--- src/lpfs_pkg.sv ---
// Shared types and constants for the length-prefixed frame splitter.
// Used by every module of the block; depends on nothing.
package lpfs_pkg;

   localparam int LENGTH_BYTES_DEFAULT = 4;
   localparam int CFG_W = 32;
   localparam logic [CFG_W-1:0] MAX_FRAME_BYTES_RESET = 32'd16777216;

   localparam int PHASE_W = 2;
   localparam logic [PHASE_W-1:0] PHASE_HEADER  = 2'd0;
   localparam logic [PHASE_W-1:0] PHASE_PAYLOAD = 2'd1;
   localparam logic [PHASE_W-1:0] PHASE_HALTED  = 2'd2;

   typedef struct packed {
      logic [7:0] payload_byte;
      logic       last_of_frame;
      logic       empty_frame;
      logic       oversize_error;
   } result_type;

   typedef struct packed {
      logic halted;
   } status_type;

endpackage

--- src/lpfs_csr.sv ---
// Configuration register holding the largest accepted payload length.
// Depends on lpfs_pkg.
module lpfs_csr (
   input  logic                       clock,
   input  logic                       reset,
   input  logic                       csr_valid,
   output logic                       csr_ready,
   input  logic [lpfs_pkg::CFG_W-1:0] csr_data,
   output logic [lpfs_pkg::CFG_W-1:0] max_frame_bytes
);
   import lpfs_pkg::*;

   logic [CFG_W-1:0] max_ff;
   logic [CFG_W-1:0] max_in;

   assign csr_ready = 1'b1;
   assign max_in = (csr_valid && csr_ready) ? csr_data : max_ff;
   assign max_frame_bytes = max_ff;

   always_ff @(posedge clock) begin
      if (reset) begin
         max_ff <= MAX_FRAME_BYTES_RESET;
      end else begin
         max_ff <= max_in;
      end
   end

endmodule

--- src/lpfs_parse.sv ---
// Frame parser: gathers the length header, counts payload bytes and forms
// at most one result per transaction. Depends on lpfs_pkg.
module lpfs_parse #(
   parameter int LENGTH_BYTES = lpfs_pkg::LENGTH_BYTES_DEFAULT
) (
   input  logic                       clock,
   input  logic                       reset,
   input  logic                       item_take,
   input  logic [7:0]                 data_byte,
   input  logic [lpfs_pkg::CFG_W-1:0] max_frame_bytes,
   output logic                       result_valid,
   output lpfs_pkg::result_type       result,
   output lpfs_pkg::status_type       status
);
   import lpfs_pkg::*;

   localparam int HDR_W = 8 * LENGTH_BYTES;
   localparam int CNT_W = (LENGTH_BYTES > 1) ? $clog2(LENGTH_BYTES) : 1;
   localparam int CMP_W = (HDR_W > CFG_W) ? HDR_W : CFG_W;

   logic [PHASE_W-1:0] phase_ff, phase_in;
   logic [CNT_W-1:0]   count_ff, count_in;
   logic [HDR_W-1:0]   header_ff, header_in;
   logic [CFG_W-1:0]   remain_ff, remain_in;

   logic [HDR_W-1:0] hdr_len;
   logic [CMP_W-1:0] len_wide;
   logic [CMP_W-1:0] max_wide;
   logic [CFG_W-1:0] remain_dec;
   logic             hdr_done;
   logic             oversize;

   assign hdr_len    = HDR_W'({header_ff, data_byte});
   assign len_wide   = CMP_W'(hdr_len);
   assign max_wide   = CMP_W'(max_frame_bytes);
   assign oversize   = len_wide > max_wide;
   assign hdr_done   = count_ff == CNT_W'(LENGTH_BYTES - 1);
   assign remain_dec = remain_ff - CFG_W'(1);

   always_comb begin
      phase_in     = phase_ff;
      count_in     = count_ff;
      header_in    = header_ff;
      remain_in    = remain_ff;
      result_valid = 1'b0;
      result       = '0;
      unique case (phase_ff)
         PHASE_HEADER: begin
            if (hdr_done) begin
               count_in  = '0;
               header_in = '0;
               if (oversize) begin
                  phase_in              = PHASE_HALTED;
                  result_valid          = 1'b1;
                  result.oversize_error = 1'b1;
               end else if (len_wide == '0) begin
                  result_valid         = 1'b1;
                  result.last_of_frame = 1'b1;
                  result.empty_frame   = 1'b1;
               end else begin
                  remain_in = len_wide[CFG_W-1:0];
                  phase_in  = PHASE_PAYLOAD;
               end
            end else begin
               count_in  = CNT_W'(count_ff + CNT_W'(1));
               header_in = hdr_len;
            end
         end
         PHASE_PAYLOAD: begin
            remain_in           = remain_dec;
            result_valid        = 1'b1;
            result.payload_byte = data_byte;
            if (remain_dec == '0) begin
               result.last_of_frame = 1'b1;
               phase_in             = PHASE_HEADER;
            end
         end
         PHASE_HALTED: begin
            phase_in = PHASE_HALTED;
         end
         default: begin
            phase_in = PHASE_HALTED;
         end
      endcase
   end

   assign status.halted = phase_ff == PHASE_HALTED;

   always_ff @(posedge clock) begin
      if (reset) begin
         phase_ff  <= PHASE_HEADER;
         count_ff  <= '0;
         header_ff <= '0;
         remain_ff <= '0;
      end else if (item_take) begin
         phase_ff  <= phase_in;
         count_ff  <= count_in;
         header_ff <= header_in;
         remain_ff <= remain_in;
      end
   end

endmodule

--- src/lpfs_rsp_reg.sv ---
// Result register of the splitter: holds one result until the downstream
// side takes it, and accepts a new one in the same cycle. Depends on lpfs_pkg.
module lpfs_rsp_reg (
   input  logic                 clock,
   input  logic                 reset,
   input  logic                 item_take,
   input  logic                 result_valid,
   input  lpfs_pkg::result_type result,
   output logic                 take_ready,
   output logic                 rsp_tvalid,
   input  logic                 rsp_tready,
   output lpfs_pkg::result_type rsp_result
);
   import lpfs_pkg::*;

   logic       valid_ff, valid_in;
   result_type data_ff, data_in;

   assign take_ready = !valid_ff || rsp_tready;

   always_comb begin
      valid_in = valid_ff;
      data_in  = data_ff;
      if (item_take && result_valid) begin
         valid_in = 1'b1;
         data_in  = result;
      end else if (rsp_tready) begin
         valid_in = 1'b0;
      end
   end

   assign rsp_tvalid = valid_ff;
   assign rsp_result = data_ff;

   always_ff @(posedge clock) begin
      if (reset) begin
         valid_ff <= 1'b0;
      end else begin
         valid_ff <= valid_in;
      end
   end

   always_ff @(posedge clock) begin
      data_ff <= data_in;
   end

endmodule

--- src/length_prefix_frame_splitter.sv ---
// Splits a byte stream into frames that each start with a big-endian length
// header of LENGTH_BYTES bytes. One byte is taken per transaction, every
// cycle while the result side keeps up; a result appears in the cycle after its
// byte is taken, held in the single result register. An oversize header gives
// one error result and the block then drops every byte until reset.
// Depends on lpfs_pkg, lpfs_csr, lpfs_parse and lpfs_rsp_reg.
module length_prefix_frame_splitter #(
   parameter int LENGTH_BYTES = lpfs_pkg::LENGTH_BYTES_DEFAULT
) (
   input  logic                       clock,
   input  logic                       reset,
   input  logic                       req_tvalid,
   output logic                       req_tready,
   input  logic [7:0]                 req_tdata,   // data_byte[7:0]
   output logic                       rsp_tvalid,
   input  logic                       rsp_tready,
   output logic [7:0]                 rsp_tdata,   // payload_byte[7:0]
   output logic                       rsp_tlast,
   output logic [1:0]                 rsp_tuser,   // oversize_error, empty_frame
   input  logic                       csr_valid,
   output logic                       csr_ready,
   input  logic [lpfs_pkg::CFG_W-1:0] csr_data
);
   import lpfs_pkg::*;

   logic [CFG_W-1:0] max_frame_bytes;
   logic             item_take;
   logic             result_valid;
   result_type       result;
   result_type       rsp_result;
   status_type       status;

   assign item_take = req_tvalid && req_tready;

   lpfs_csr u_csr (
      .clock           (clock),
      .reset           (reset),
      .csr_valid       (csr_valid),
      .csr_ready       (csr_ready),
      .csr_data        (csr_data),
      .max_frame_bytes (max_frame_bytes)
   );

   lpfs_parse #(
      .LENGTH_BYTES (LENGTH_BYTES)
   ) u_parse (
      .clock           (clock),
      .reset           (reset),
      .item_take       (item_take),
      .data_byte       (req_tdata),
      .max_frame_bytes (max_frame_bytes),
      .result_valid    (result_valid),
      .result          (result),
      .status          (status)
   );

   lpfs_rsp_reg u_rsp_reg (
      .clock        (clock),
      .reset        (reset),
      .item_take    (item_take),
      .result_valid (result_valid),
      .result       (result),
      .take_ready   (req_tready),
      .rsp_tvalid   (rsp_tvalid),
      .rsp_tready   (rsp_tready),
      .rsp_result   (rsp_result)
   );

   assign rsp_tdata = rsp_result.payload_byte;
   assign rsp_tlast = rsp_result.last_of_frame;
   assign rsp_tuser = {rsp_result.oversize_error, rsp_result.empty_frame};

   a_halt_sticky : assert property (@(posedge clock) disable iff (reset)
      status.halted |=> status.halted)
      else $error("halted state left without reset");

   a_error_halts : assert property (@(posedge clock) disable iff (reset)
      rsp_tvalid && rsp_tuser[1] |-> status.halted && !rsp_tlast)
      else $error("error result without halted state");

   a_empty_form : assert property (@(posedge clock) disable iff (reset)
      rsp_tvalid && rsp_tuser[0] |-> rsp_tlast && rsp_tdata == 8'd0 && !rsp_tuser[1])
      else $error("malformed empty-frame result");

   a_ready_when_free : assert property (@(posedge clock) disable iff (reset)
      !rsp_tvalid |-> req_tready)
      else $error("input stalled with free result register");

endmodule

--- config.mk ---
export PLATFORM = sky130hd
export DESIGN_NAME = length_prefix_frame_splitter
export DESIGN_NICKNAME = d
export VERILOG_FILES = /design/src/lpfs_pkg.sv /design/src/lpfs_csr.sv /design/src/lpfs_parse.sv /design/src/lpfs_rsp_reg.sv /design/src/length_prefix_frame_splitter.sv
export SDC_FILE = /design/constraint.sdc
export NUM_CORES = 1
export LEC_CHECK = 0
export ABC_CLOCK_PERIOD_IN_PS = 3800
export BUFFER_PORTS_ARGS = -buffer_cell sky130_fd_sc_hd__buf_2
export CAP_MARGIN = 0
export CORE_MARGIN = 2
export CORE_UTILIZATION = 60
export CTS_CLUSTER_DIAMETER = 200
export DETAILED_ROUTE_END_ITERATION = 6
export GPL_TIMING_DRIVEN = 0
export HOLD_SLACK_MARGIN = 0.02
export MAX_ROUTING_LAYER = met4
export PLACE_DENSITY = 0.81
export REMOVE_ABC_BUFFERS = 1
export SLEW_MARGIN = 20
export SYNTH_ARGS = -nofsm -noshare
export SYNTH_HDL_FRONTEND = slang
export SYNTH_SLANG_ARGS = --single-unit
--- constraint.sdc ---
create_clock -name clock -period 3.8 [get_ports clock]
set_input_delay 0.38 -clock clock [delete_from_list [all_inputs] [get_ports clock]]
set_output_delay 0.38 -clock clock [all_outputs]
set_load 0.005 [all_outputs]
# Yosys cells after proc, flatten, opt, wreduce, memory -nomap -nowiden
# Index checks and enable logic that the tools add are counted.
[totals] register_bits=104 latchBits=0 ramBits=0 rom_bits=0 input_bits=45 output_inout_bits=14 wordCells=59 memories=0
[classes] addsub=2 n_mul=0 div_mod_pow=0 order_cmp=1 n_eq_ne=7 n_shift=0 n_mux=23 bitwise_logic=2 reduce_logical=14
[ops] cell="32-bit 2-to-1 mux" n=3
[ops] cell="32-bit logical NOT" n=2
[ops] cell="32-bit case mux with 2 select lines" n=1
[ops] cell="32-bit > comparator" n=1
[ops] cell="32-bit by 1-bit subtractor with 32-bit output (second input constant)" n=1
[ops] cell="24-bit 2-to-1 mux" n=1
[ops] cell="2-bit 2-to-1 mux" n=7
[ops] cell="1-bit 2-to-1 mux" n=7
[ops] cell="5-bit AND reduction" n=1
[ops] cell="2-bit by 1-bit != test with 1-bit output (second input constant)" n=2
[ops] cell="2-bit != test (second input constant)" n=2
[ops] cell="1-bit case mux with 2 select lines" n=2
[ops] cell="2-bit case mux with 2 select lines" n=1
[ops] cell="2-bit AND reduction" n=2
[ops] cell="4-bit AND reduction" n=1
[ops] cell="2-bit nonzero test" n=2
[ops] cell="3-bit 2-to-1 mux" n=1
[ops] cell="3-bit by 2-bit != test with 1-bit output (second input constant)" n=1
[ops] cell="3-bit OR reduction" n=1
[ops] cell="2-bit by 1-bit adder with 2-bit output (second input constant)" n=1
[ops] cell="2-bit by 1-bit == test with 1-bit output (second input constant)" n=1
[ops] cell="2-bit == test (second input constant)" n=1
[ops] cell="1-bit logical AND" n=2
[ops] cell="2-bit logical NOT" n=1
[ops] cell="other kinds (3)" n=4

# Depth between registers and ports, before layout
# Gate-level depths: netlist of the first run.
[depth] depth_word=7 depth_mapped=11 mapped_depth_nobuf=9

# By module
# Synthesis of the first run repeated with hierarchy kept, for this count alone.
[hier_totals] cells_unflattened=728 hier_area_um2=6027.0
[by_module_without_submodules] mod="lpfs_parse" instances=1 cells_each=606 area_each_um2=4463.0 seq_area_each_um2=1201.2
[by_module_without_submodules] mod="lpfs_csr" instances=1 cells_each=105 area_each_um2=1177.4 seq_area_each_um2=640.6
[by_module_without_submodules] mod="lpfs_rsp_reg" instances=1 cells_each=16 area_each_um2=380.4 seq_area_each_um2=350.3
[by_module_without_submodules] mod="length_prefix_frame_splitter" instances=1 cells_each=1 area_each_um2=6.3 seq_area_each_um2=0.0

# Worst setup path before layout of the first run
# Ideal clock, no wire load.
[synth_timing] kind="input-to-reg" from="input req_tdata[7]" to="register u_parse.remain_ff[11]" arrival_ns=2.510 required_time_ns=3.666 path_slack_ns=1.156 cell_stages=10 path_buffers=2 path_cell_list="ha_1 a21oi_1 o21a_1 nor3_1 or4b_1 a221o_1 buf_2 clkbuf_1 a21oi_1 o32ai_2"
[synth_between] elab_chain_len=3
[synth_rtl] element="start: declaration" line_no="length_prefix_frame_splitter.sv:14" text="input logic [7:0] req_tdata,"
[synth_rtl] element="32-bit > comparator or 32-bit logical NOT (tied branches)" line_no="lpfs_parse.sv:36, lpfs_parse.sv:56"
[synth_rtl] element="2-bit != test (no source line)"
[synth_rtl] element="5-bit AND reduction (no source line) *"
[synth_rtl] element="end signal: assignment" line_no="lpfs_parse.sv:99" text="remain_ff <= remain_in;"
[synth_rtl] element="end: declaration" line_no="lpfs_parse.sv:24" text="logic [CFG_W-1:0] remain_ff, remain_in;"
# Mark *: on every way between the ends. The rest lies on a longest branch, timed or not.
# A chain may end at the register's enable or synchronous reset.

# Final worst setup path of the first run
[layout_timing] from="register u_parse.header_ff[0]" to="register u_parse.remain_ff[6]"
[layout_between] elab_chain_len=3
[layout_rtl] element="start: declaration" line_no="lpfs_parse.sv:23" text="logic [HDR_W-1:0] header_ff, header_in;"
[layout_rtl] element="start signal: assignment" line_no="lpfs_parse.sv:98" text="header_ff <= header_in;"
[layout_rtl] element="32-bit > comparator or 32-bit logical NOT (tied branches)" line_no="lpfs_parse.sv:36, lpfs_parse.sv:56"
[layout_rtl] element="2-bit != test (no source line)"
[layout_rtl] element="5-bit AND reduction (no source line) *"
# Marks and branches as above.

==> impl_metrics.sql, run 1 <==
INSERT INTO impl_metrics (metric_group, metric, value, unit) VALUES
('final_layout', 'final_core_util', '65.8', '%'),
('sta', 'worst_slew_pin_slew', '1.17', 'ns'),
('setup_path', 'critical_path_cell_count', '8', ''),
('setup_path', 'crit_path_start_kind', 'flop', ''),
('setup_path', 'critical_path.slowest_cell', 'sky130_fd_sc_hd__nor4_1', ''),
('cts', 'cts.root.buffer_cell', 'sky130_fd_sc_hd__clkbuf_8', ''),
('detailed_routing', 'drcViolationCount', '0', ''),
('cts', 'cts_stage_hold_buffer_count', '0', ''),
('global_routing', 'grtUsageTotal', '32.5', '%'),
('cts', 'tritoncts', 'done', ''),
('final_layout', 'postLayoutCellArea', '6700', 'sq um'),
('final_layout', 'diodes', '0', ''),
('detailed_routing', 'first_iter_violations', '566', ''),
('hold_path', 'worst_hold_path_type', 'input port to flop', ''),
('synth', 'synth_area', '6230', 'sq um'),
('synth', 'synth_largest_area_cell', 'sky130_fd_sc_hd__dfxtp_1', ''),
('sta', 'max_clock_freq', '0.272', 'GHz'),
('setup_path', 'r2r_setup_slack', '0.12', 'ns'),
('setup_path', 'required_arrival_time_at_the_worst_endpoint', '4.04', 'ns'),
('floorplanning', 'std_cell_rows', '37', ''),
('synth', 'postSynthRegisterBits', '104', ''),
('hold_path', 'timing.hold.worst.start', 'csr_data[24]', ''),
('synth', 'synth_cells', '765', ''),
('synth', 'yosysSeqAreaShare', '35.2', '%'),
('floorplanning', 'start_util', '61.2', '%'),
('detailed_routing', 'detail_route.vias_per_cell', '6.58', ''),
('synth', 'synth.yosys.warnings', '0', ''),
('floorplanning', 'floorplan.die_area', '11200', 'sq um'),
('place', 'post-dp-hpwl', '11.9', 'mm'),
('detailed_routing', 'ant_nets', '0', ''),
('synth', 'synth.most_common_cell', 'sky130_fd_sc_hd__nor2_1', ''),
('setup_path', 'regToRegEndpoint', 'u_parse.remain_ff[6]', ''),
('synth', 'synthesis.area_per_instance', '8.15', 'sq um'),
('synth', 'synth-edff-count', '11', ''),
('synth', 'area_contributors_post_synth', 'sky130_fd_sc_hd__dfxtp_1 30%, sky130_fd_sc_hd__ha_1 7.0%, sky130_fd_sc_hd__a21oi_1 6.4%, sky130_fd_sc_hd__nor2_1 5.9%, sky130_fd_sc_hd__edfxtp_1 5.3%', ''),
('floorplanning', 'die_width', '106', 'microns'),
('place', 'place.gp.congestion', '0.954', ''),
('cts', 'clock_latency', '0.38', 'ns'),
('synth', 'ys_top_cells_by_count', '98 x sky130_fd_sc_hd__nor2_1, 93 x sky130_fd_sc_hd__dfxtp_1, 80 x sky130_fd_sc_hd__a21oi_1', ''),
('cts', 'worst_setup_hold_path_clk_slew', '0.10', 'ns'),
('run_status', 'outcome', 'complete, no violations', ''),
('synth', 'synth_top_flop_cell', 'sky130_fd_sc_hd__dfxtp_1', ''),
('power', 'power.clock.fraction', '31.7', '%'),
('setup_path', 'critPathBufInv', '0', ''),
('sta', 'setup_repair_after_global_routing_missed_its_margin', 'false', ''),
('power', 'finalPower', '2.25', 'mW'),
('final_layout', 'num-nets-final', '857', ''),
('setup_path', 'timing.critical_path.arrival', '3.92', 'ns'),
('setup_path', 'critical_path_class', 'flop to flop', ''),
('place', 'dp_cells', '902', ''),
('cts', 'max_buffers_root_to_sink', '2', ''),
('hold_path', 'min_to', 'u_csr.max_frame_bytes[24]', ''),
('synth', 'synth_top_cell_area_share', '29.9', '%'),
('power', 'p_sw_share', '28.9', '%'),
('power', 'power.switching', '0.651', 'mW'),
('cts', 'numClockSinks', '104', ''),
('power', 'cell_internal_pwr', '1.60', 'mW'),
('setup_path', 'critPathMaxStageDelay', '0.77', 'ns'),
('place', 'placed_standard_cell_area', '6510', 'sq um'),
('place', 'place_ws', '-0.242', 'ns'),
('setup_path', 'crit_path_cell_trace', 'ha_1 > nand4_1 > nor4_1 > a21boi_1 > or4b_1 > a221oi_4 > o21ai_4 > o32ai_1', ''),
('detailed_routing', 'detail_route.first_pass.iterations', '6', ''),
('flow_run', 'drv_cap', '0', ''),
('setup_path', 'timing.critical_path.fanout_max', '27', ''),
('sta', 'setup_ws', '0.120', 'ns'),
('final_layout', 'post_route_cells_drive_above_1_share', '12.1', '%'),
('global_routing', 'grt_first_pass_wirelength', '28.0', 'mm'),
('floorplanning', 'placeableCoreArea', '10200', 'sq um'),
('power', 'vdd_drop_max', '0.222', 'mV'),
('global_routing', 'globalRoute.totalOverflow', '0', ''),
('final_layout', 'area.growth.synth_to_final', '7.43', '%');
-- cells in the final DEF (no fill, tap or decap), drive strengths merged, types with 5 or more instances in the layout --
cell type / n
nand4: 15
clkbuf: 13
a221oi: 9
o31ai: 7
a22oi: 8
nor4: 26
inv: 46
or3: 6
nand3: 10
nand2: 60
buf: 59
nor3b: 26
and3: 9
nor2: 98
o32ai: 26
mux2i: 33
ha: 35
edfxtp: 11
nor3: 20
xnor2: 5
a32o: 6
a211oi: 7
or4: 6
dfxtp: 93
o21ai: 24
a21oi: 81
-- sequential cells by signal, indices dropped and copies added, names as in the netlist --
register,flops
u_rsp_reg.rsp_tvalid,1
u_parse.remain_ff,32
u_csr.max_frame_bytes,32
u_parse.phase_ff,2
u_parse.header_ff,24
u_rsp_reg.rsp_result,11
u_parse.count_ff,2
-- cell type report --
cell class / count / area, sq um
Multi-Input combinational cell: 557 / 3650
Fill cell: 875 / 3490
Sequential cell: 104 / 2190
Timing Repair Buffer: 59 / 327
Inverter: 46 / 173
Tap cell: 136 / 170
Clock buffer: 13 / 149
Clock inverter: 3 / 41.3
-- worst max path at each step --
stage                                        to  slack [ns]                 start
after floorplan            u_parse.remain_ff[0]        1.01          req_tdata[7]
after global placement    u_parse.remain_ff[21]       -0.18          req_tdata[7]
after global routing      u_parse.remain_ff[16]        0.09  u_parse.header_ff[0]
after CTS                 u_parse.remain_ff[26]        0.28  u_parse.header_ff[0]
after detailed placement  u_parse.remain_ff[26]       -0.24          req_tdata[7]
final                      u_parse.remain_ff[6]        0.12  u_parse.header_ff[0]
-- tightest hold or removal path: cells and delay by family --
kind | cells | cell delay, ns
buffers and inverters | 1 | 0.07
AO/OA/AOI/OAI | 1 | 0.07
AND/OR/NAND/NOR | 1 | 0.05
-- routing by layer --
| metal | track usage, % | wire (microns) |
|---|---|---|
| met1 | 43.5 | 7290 |
| met2 | 48.2 | 7600 |
| met3 | 4.90 | 1660 |
| met4 | 16.4 | 765 |
| met5 | - | 0 |
-- power by group through the flow --
stage	registers (mW)	logic, mW	clock network (mW)
5_1_grt	1.18	0.401	0.760
3_3_place_gp	1.20	0.338	0
6_report	1.17	0.365	0.714
4_1_cts	1.17	0.357	0.714
3_5_place_dp	1.20	0.355	0
2_1_floorplan	1.18	0.230	0
-- cells by family after synthesis --
family          Yosys count  synth area share (%)
simple gates            292                  24.3
flops                   104                  35.2
buf+inv                 104                  6.80
xor+xnor                  5                 0.702
other cells               1                0.0601
compound gates          191                  20.7
mux                      33                  5.30
fa+ha+maj                35                  7.02
-- metrics by stage --
step	hold slack [ns]	setup TNS (ns)
after global routing	0.224	0
after CTS	0.223	0
final	0.224	0
after floorplan	0.449	0
after detailed placement	0.474	-2.50
after global placement	0.460	-4.26
-- repair_timing --
item | CTS | global route
endpoints found under the setup margin | 8 | 0
gates resized for setup | 1 | 0
hold endpoints to repair | 0 | 0
Note: power is estimated with default switching activity, not from simulation.
==> run 2: changes to the inputs <==
BUFFER_PORTS_ARGS = unset   (was -buffer_cell sky130_fd_sc_hd__buf_2)
CORE_UTILIZATION = 62   (was 60)
DONT_BUFFER_PORTS = 1   (was unset)
PLACE_DENSITY = 0.85   (was 0.81)
==> impl_metrics.sql, run 2 (same netlist as run 1, synthesis figures left out) <==
INSERT INTO impl_metrics (metric_group, metric, value, unit) VALUES
('detailed_routing', 'wl_per_cell', '20.2', 'microns'),
('final_layout', 'post_route_cells_drive_above_1_share', '5.39', '%'),
('global_routing', 'grt_pass1_vias', '5283', ''),
('setup_path', 'critPathBufInv', '0', ''),
('setup_path', 'worst_path_dominant_cell_family', 'compound AO/OA/AOI/OAI gates', ''),
('setup_path', 'required_arrival_time_at_the_worst_endpoint', '4.08', 'ns'),
('sta', 'drv_slew', '0', ''),
('sta', 'layout_worst_path_cycle_share', '97.1', '%'),
('detailed_routing', 'total_via_count_after_detailed_routing', '5859', ''),
('place', 'placed_standard_cell_area', '6190', 'sq um'),
('final_layout', 'fillers', '818', ''),
('cts', 'max_buffers_root_to_sink', '2', ''),
('detailed_routing', 'drcViolationCount', '13', ''),
('global_routing', 'grt_most_used_layer', 'met2', ''),
('global_routing', 'pin_count_of_the_biggest_net_entering_global_routing', '94', ''),
('cts', 'numCtsBuffers', '9', ''),
('setup_path', 'critPathMaxStageDelay', '0.77', 'ns'),
('run_status', 'violations', 'DRC', ''),
('floorplanning', 'die_width', '104', 'microns'),
('cts', 'numClockSinks', '104', ''),
('cts', 'cts.root.buffer_cell', 'sky130_fd_sc_hd__clkbuf_8', ''),
('global_routing', 'globalRoute.totalOverflow', '0', ''),
('setup_path', 'r2r_cells', '8', ''),
('power', 'vdd_drop_max', '0.294', 'mV'),
('final_layout', 'final_cell_mix', '97 x sky130_fd_sc_hd__nor2_1, 93 x sky130_fd_sc_hd__dfxtp_1, 80 x sky130_fd_sc_hd__a21oi_1', ''),
('floorplanning', 'die_h', '104', 'microns'),
('floorplanning', 'io_pins', '59', ''),
('cts', 'cts_post_setup_buffers_inserted', '0', ''),
('sta', 'clock_skew', '0.0194', 'ns'),
('sta', 'worst_slew_pin_slew', '1.13', 'ns'),
('setup_path', 'critical_path.slowest_cell', 'sky130_fd_sc_hd__nor4_1', ''),
('cts', 'h-tree-depth', '3', ''),
('final_layout', 'postLayoutCellArea', '6380', 'sq um'),
('detailed_routing', 'drt_wl_total', '17.3', 'mm'),
('run_status', 'outcome', 'finished with violations', ''),
('place', 'post-dp-hpwl', '11.7', 'mm'),
('power', 'power_per_cell_area', '341', 'nW/um^2'),
('floorplanning', 'floorplan.die_area', '10900', 'sq um'),
('setup_path', 'timing.critical_path.fanout_max', '29', ''),
('sta', 'max_clock_freq', '0.271', 'GHz'),
('final_layout', 'num-nets-final', '799', ''),
('global_routing', 'grt_util_met1', '42.6', '%'),
('global_routing', 'grt_first_pass_wirelength', '27.6', 'mm'),
('cts', 'post_cts_resize_count', '1', ''),
('detailed_routing', 'first_iter_violations', '734', ''),
('setup_path', 'setup.worst_path.end_class', 'flop', ''),
('sta', 'finalHoldViolations', '0', ''),
('sta', 'setup_repair_after_global_routing_missed_its_margin', 'false', ''),
('power', 'finalPower', '2.18', 'mW'),
('sta', 'tns', '0', 'ns'),
('floorplanning', 'std_cell_rows', '36', ''),
('global_routing', 'grt_util_met3', '7.52', '%'),
('place', 'place.gp.congestion', '0.956', ''),
('flow_run', 'drv_cap', '0', ''),
('setup_path', 'crit_path_cell_trace', 'ha_1 > nand4_1 > nor4_1 > a21boi_1 > or4b_1 > a221o_2 > a21oi_2 > a32o_1', ''),
('detailed_routing', 'detail_route.vias_per_cell', '6.84', ''),
('floorplanning', 'placeableCoreArea', '9770', 'sq um'),
('cts', 'tritoncts', 'done', ''),
('setup_path', 'crit_path_start_kind', 'flop', ''),
('cts', 'worst_setup_hold_path_clk_slew', '0.12', 'ns'),
('power', 'p_leak', '2.46', 'nW'),
('setup_path', 'critical_path_cell_count', '8', ''),
('global_routing', 'antenna_found_initial', '0', ''),
('final_layout', 'diodes', '0', ''),
('detailed_routing', 'detail_route.first_pass.iterations', '7', ''),
('sta', 'setup-violations-final', '0', ''),
('place', 'io_buffer_count', '0', ''),
('final_layout', 'layoutNonFillerInstCount', '857', ''),
('cts', 'cts_stage_hold_buffer_count', '0', ''),
('global_routing', 'grt_use_met2', '48.5', '%'),
('hold_path', 'holdPathStages', '1', ''),
('setup_path', 'critical_path_class', 'flop to flop', ''),
('final_layout', 'layout.cells.most_common', 'sky130_fd_sc_hd__nor2_1', ''),
('hold_path', 'worst_hold_path_type', 'input port to flop', ''),
('sta', 'worst_slew_margin_relative_to_its_limit', '24.0', '%'),
('global_routing', 'grtUsageTotal', '32.5', '%'),
('sta', 'fin_crit', '3.69', 'ns'),
('detailed_routing', 'ant_nets', '0', ''),
('floorplanning', 'start_util', '63.8', '%'),
('setup_path', 'timing.critical_path.arrival', '3.97', 'ns'),
('final_layout', 'area.growth.synth_to_final', '2.37', '%'),
('place', 'dp_cells', '841', ''),
('sta', 'fin_hold_ws', '0.0450', 'ns'),
('cts', 'clock_latency', '0.40', 'ns');
==> run 2: power breakdown <==
part | internal (mW) | total (mW) | switching, mW
clock | 0.260 | 0.699 | 0.439
combinational | 0.118 | 0.304 | 0.186
sequential | 1.14 | 1.17 | 0.0344
total | 1.52 | 2.18 | 0.659
==> run 2: final timing paths <==
kind                            slack, ns                    end                   from
worst max register to register       0.11  u_parse.remain_ff[23]   u_parse.header_ff[3]
worst min-delay path                 0.04  u_parse.header_ff[16]                  reset
worst max-delay path                 0.11  u_parse.remain_ff[23]   u_parse.header_ff[3]
worst min register to register       0.50  u_parse.remain_ff[31]  u_parse.remain_ff[31]
==> run 2: metrics by stage <==
stage	utilization (%)	setup slack (ns)
after floorplan	-	1.01
after global placement	62.9	0.00855
after detailed placement	63.3	-0.0459
after CTS	65.3	0.324
after global routing	65.3	0.110
final	65.3	0.110
==> run 2: metal layers <==
metal / wire, microns / part of all wire [%] / up-vias
li1: - / - / 2712
met1: 7080 / 41 / 2729
met2: 7810 / 45 / 351
met3: 1780 / 10 / 67
met4: 675 / 3.9 / 0
met5: 0 / 0 / -
==> run 2: layout make-up <==
class / count / area, sq um / share of cell area (%)
multi-input cells: 557 / 3650 / 57.1
flip-flops and latches: 104 / 2190 / 34.3
inverters: 46 / 173 / 2.71
repair buffers: 1 / 11.3 / 0.176
well taps: 133 / 166 / 2.61
clock inverters: 7 / 70.1 / 1.10
clock buffers: 9 / 124 / 1.94
==> run 3: changes to the inputs <==
CORE_ASPECT_RATIO = 0.9   (was unset)
==> impl_metrics.sql, run 3 (same netlist as run 1, synthesis figures left out) <==
INSERT INTO impl_metrics (metric_group, metric, value, unit) VALUES
('final_layout', 'num-nets-final', '799', ''),
('sta', 'tns', '0', 'ns'),
('detailed_routing', 'drt_wl_total', '17.3', 'mm'),
('final_layout', 'post_route_cells_drive_above_1_share', '5.39', '%'),
('detailed_routing', 'ant_nets', '0', ''),
('detailed_routing', 'detail_route.first_pass.iterations', '5', ''),
('sta', 'setup_ws', '0.281', 'ns'),
('cts', 'numClockSinks', '104', ''),
('setup_path', 'required_arrival_time_at_the_worst_endpoint', '4.09', 'ns'),
('final_layout', 'area.growth.synth_to_final', '2.75', '%'),
('final_layout', 'area_used_by_sequential_logic_in_the_layout', '2190', 'sq um'),
('sta', 'drv_slew', '0', ''),
('final_layout', 'diodes', '0', ''),
('sta', 'fin_hold_ws', '0.0971', 'ns'),
('global_routing', 'grtUsageTotal', '33.7', '%'),
('final_layout', 'fillers', '808', ''),
('place', 'post-dp-hpwl', '11.7', 'mm'),
('setup_path', 'r2r_cells', '8', ''),
('detailed_routing', 'drcViolationCount', '0', ''),
('sta', 'finalHoldViolations', '0', ''),
('cts', 'cts.root.buffer_cell', 'sky130_fd_sc_hd__clkbuf_8', ''),
('final_layout', 'layout.cells.most_common', 'sky130_fd_sc_hd__nor2_1', ''),
('detailed_routing', 'wl_met2', '7.79', 'mm'),
('setup_path', 'crit-reg2reg-launch', 'u_parse.header_ff[22]', ''),
('sta', 'worst_slew_pin_slew', '1.01', 'ns'),
('global_routing', 'grt_first_pass_wirelength', '27.9', 'mm'),
('sta', 'setup-violations-final', '0', ''),
('place', 'io_buffer_count', '0', ''),
('detailed_routing', 'met1_routed_length', '7.12', 'mm'),
('detailed_routing', 'total_via_count_after_detailed_routing', '5813', ''),
('cts', 'max_buffers_root_to_sink', '2', ''),
('setup_path', 'r2r_setup_slack', '0.28', 'ns'),
('final_layout', 'multi_input_comb_area', '3650', 'sq um'),
('sta', 'fin_crit', '3.52', 'ns'),
('power', 'vdd_drop_max', '0.311', 'mV'),
('hold_path', 'timing.hold.worst.start', 'reset', ''),
('cts', 'worst_setup_hold_path_clk_slew', '0.10', 'ns'),
('power', 'power_per_cell_area', '351', 'nW/um^2'),
('global_routing', 'pin_count_of_the_biggest_net_entering_global_routing', '94', ''),
('floorplanning', 'die_h', '99.1', 'microns'),
('run_status', 'outcome', 'complete, no violations', ''),
('setup_path', 'critical_path_class', 'flop to flop', ''),
('hold_path', 'min_to', 'u_parse.header_ff[23]', ''),
('cts', 'numCtsBuffers', '9', ''),
('sta', 'worst_slew_margin_relative_to_its_limit', '32.3', '%'),
('sta', 'clock_skew', '0.00852', 'ns'),
('place', 'place_ws', '0.504', 'ns'),
('global_routing', 'grt_pass1_vias', '5619', ''),
('global_routing', 'globalRoute.totalOverflow', '0', ''),
('cts', 'cts_stage_hold_buffer_count', '0', ''),
('floorplanning', 'die_width', '110', 'microns'),
('cts', 'tritoncts', 'done', ''),
('floorplanning', 'start_util', '64.0', '%'),
('detailed_routing', 'detail_route.vias_per_cell', '6.84', ''),
('sta', 'layout_worst_path_cycle_share', '92.6', '%'),
('hold_path', 'worst_hold_path_type', 'input port to flop', ''),
('setup_path', 'setup.worst_path.end_class', 'flop', ''),
('setup_path', 'timing.critical_path.arrival', '3.81', 'ns'),
('sta', 'setup_repair_after_global_routing_missed_its_margin', 'false', ''),
('setup_path', 'crit_path_start_kind', 'flop', ''),
('floorplanning', 'std_cell_rows', '34', ''),
('setup_path', 'regToRegEndpoint', 'u_parse.remain_ff[16]', ''),
('floorplanning', 'floorplan.die_area', '10900', 'sq um'),
('cts', 'clock_latency', '0.39', 'ns'),
('hold_path', 'holdPathStages', '1', ''),
('flow_run', 'drv_cap', '0', ''),
('detailed_routing', 'first_iter_violations', '621', ''),
('cts', 'h-tree-depth', '3', ''),
('detailed_routing', 'wl_per_cell', '20.4', 'microns'),
('detailed_routing', 'routed-wl-met3', '1.73', 'mm'),
('floorplanning', 'placeableCoreArea', '9740', 'sq um'),
('setup_path', 'timing.critical_path.fanout_max', '27', ''),
('global_routing', 'antenna_found_initial', '0', ''),
('final_layout', 'final_cell_mix', '97 x sky130_fd_sc_hd__nor2_1, 93 x sky130_fd_sc_hd__dfxtp_1, 80 x sky130_fd_sc_hd__a21oi_1', ''),
('floorplanning', 'io_pins', '59', ''),
('sta', 'max_clock_freq', '0.284', 'GHz'),
('power', 'p_leak', '2.47', 'nW'),
('detailed_routing', 'max_used_layer', 'met4', ''),
('place', 'place.gp.congestion', '0.973', '');
==> run 3: metal layers <==
metal / vias up / global-route usage (%)
met5: - / -
met4: 0 / 15.3
met3: 56 / 8.72
met2: 331 / 49.9
met1: 2725 / 43.0
li1: 2701 / -
==> run 3: critical path, stage by stage (launching register included) <==
cell and delay, ns:
sky130_fd_sc_hd__dfxtp_1 0.39, sky130_fd_sc_hd__ha_1 0.35, sky130_fd_sc_hd__nand4_1 0.23, sky130_fd_sc_hd__nor4_2 0.58, sky130_fd_sc_hd__nand3_2 0.22, sky130_fd_sc_hd__and2_1 0.27
sky130_fd_sc_hd__a221oi_4 0.57, sky130_fd_sc_hd__o21ai_4 0.36, sky130_fd_sc_hd__o32ai_1 0.43
==> run 3: worst max path at each step <==
stage / slack [ns] / start / end / cells past startpoint
final: 0.28 / u_parse.header_ff[22] / u_parse.remain_ff[16] / 8
after global routing: 0.15 / u_parse.header_ff[22] / u_parse.remain_ff[16] / 8
after CTS: 0.40 / u_parse.header_ff[22] / u_parse.remain_ff[16] / 8
after detailed placement: 0.50 / u_parse.header_ff[22] / u_parse.remain_ff[16] / 8
after global placement: 0.25 / u_parse.phase_ff[0] / u_parse.remain_ff[22] / 6
after floorplan: 1.01 / req_tdata[7] / u_parse.remain_ff[0] / 8
==> run 3: stage by stage <==
step	util, %	area [sq um]	std cells	total power, mW
2_1_floorplan	-	5980	707	1.41
5_1_grt	65.8	6410	850	2.32
3_5_place_dp	63.4	6180	834	1.49
4_1_cts	65.7	6400	850	2.24
3_3_place_gp	63.0	6140	833	1.47
6_report	65.8	6410	850	2.25
==> run 3: cell type report <==
type | count | share of cell area, %
clock buffers | 12 | 2.60
clock inverters | 4 | 0.801
inverters | 46 | 2.75
multi-input cells | 557 | 57.0
flip-flops and latches | 104 | 34.2
well taps | 126 | 2.46
repair buffers | 1 | 0.176
==> run 3: power by group <==
| part | total [mW] | switching, mW | internal [mW] |
|---|---|---|---|
| Combinational | 0.307 | 0.188 | 0.119 |
| Clock | 0.765 | 0.402 | 0.363 |
| Sequential | 1.17 | 0.0334 | 1.14 |
| Total | 2.25 | 0.623 | 1.62 |
==> run 3: timing repair <==
action	4_1_cts	5_1_grt
gates resized for setup	0	2
setup buffers	0	0
endpoints found under the setup margin	0	21
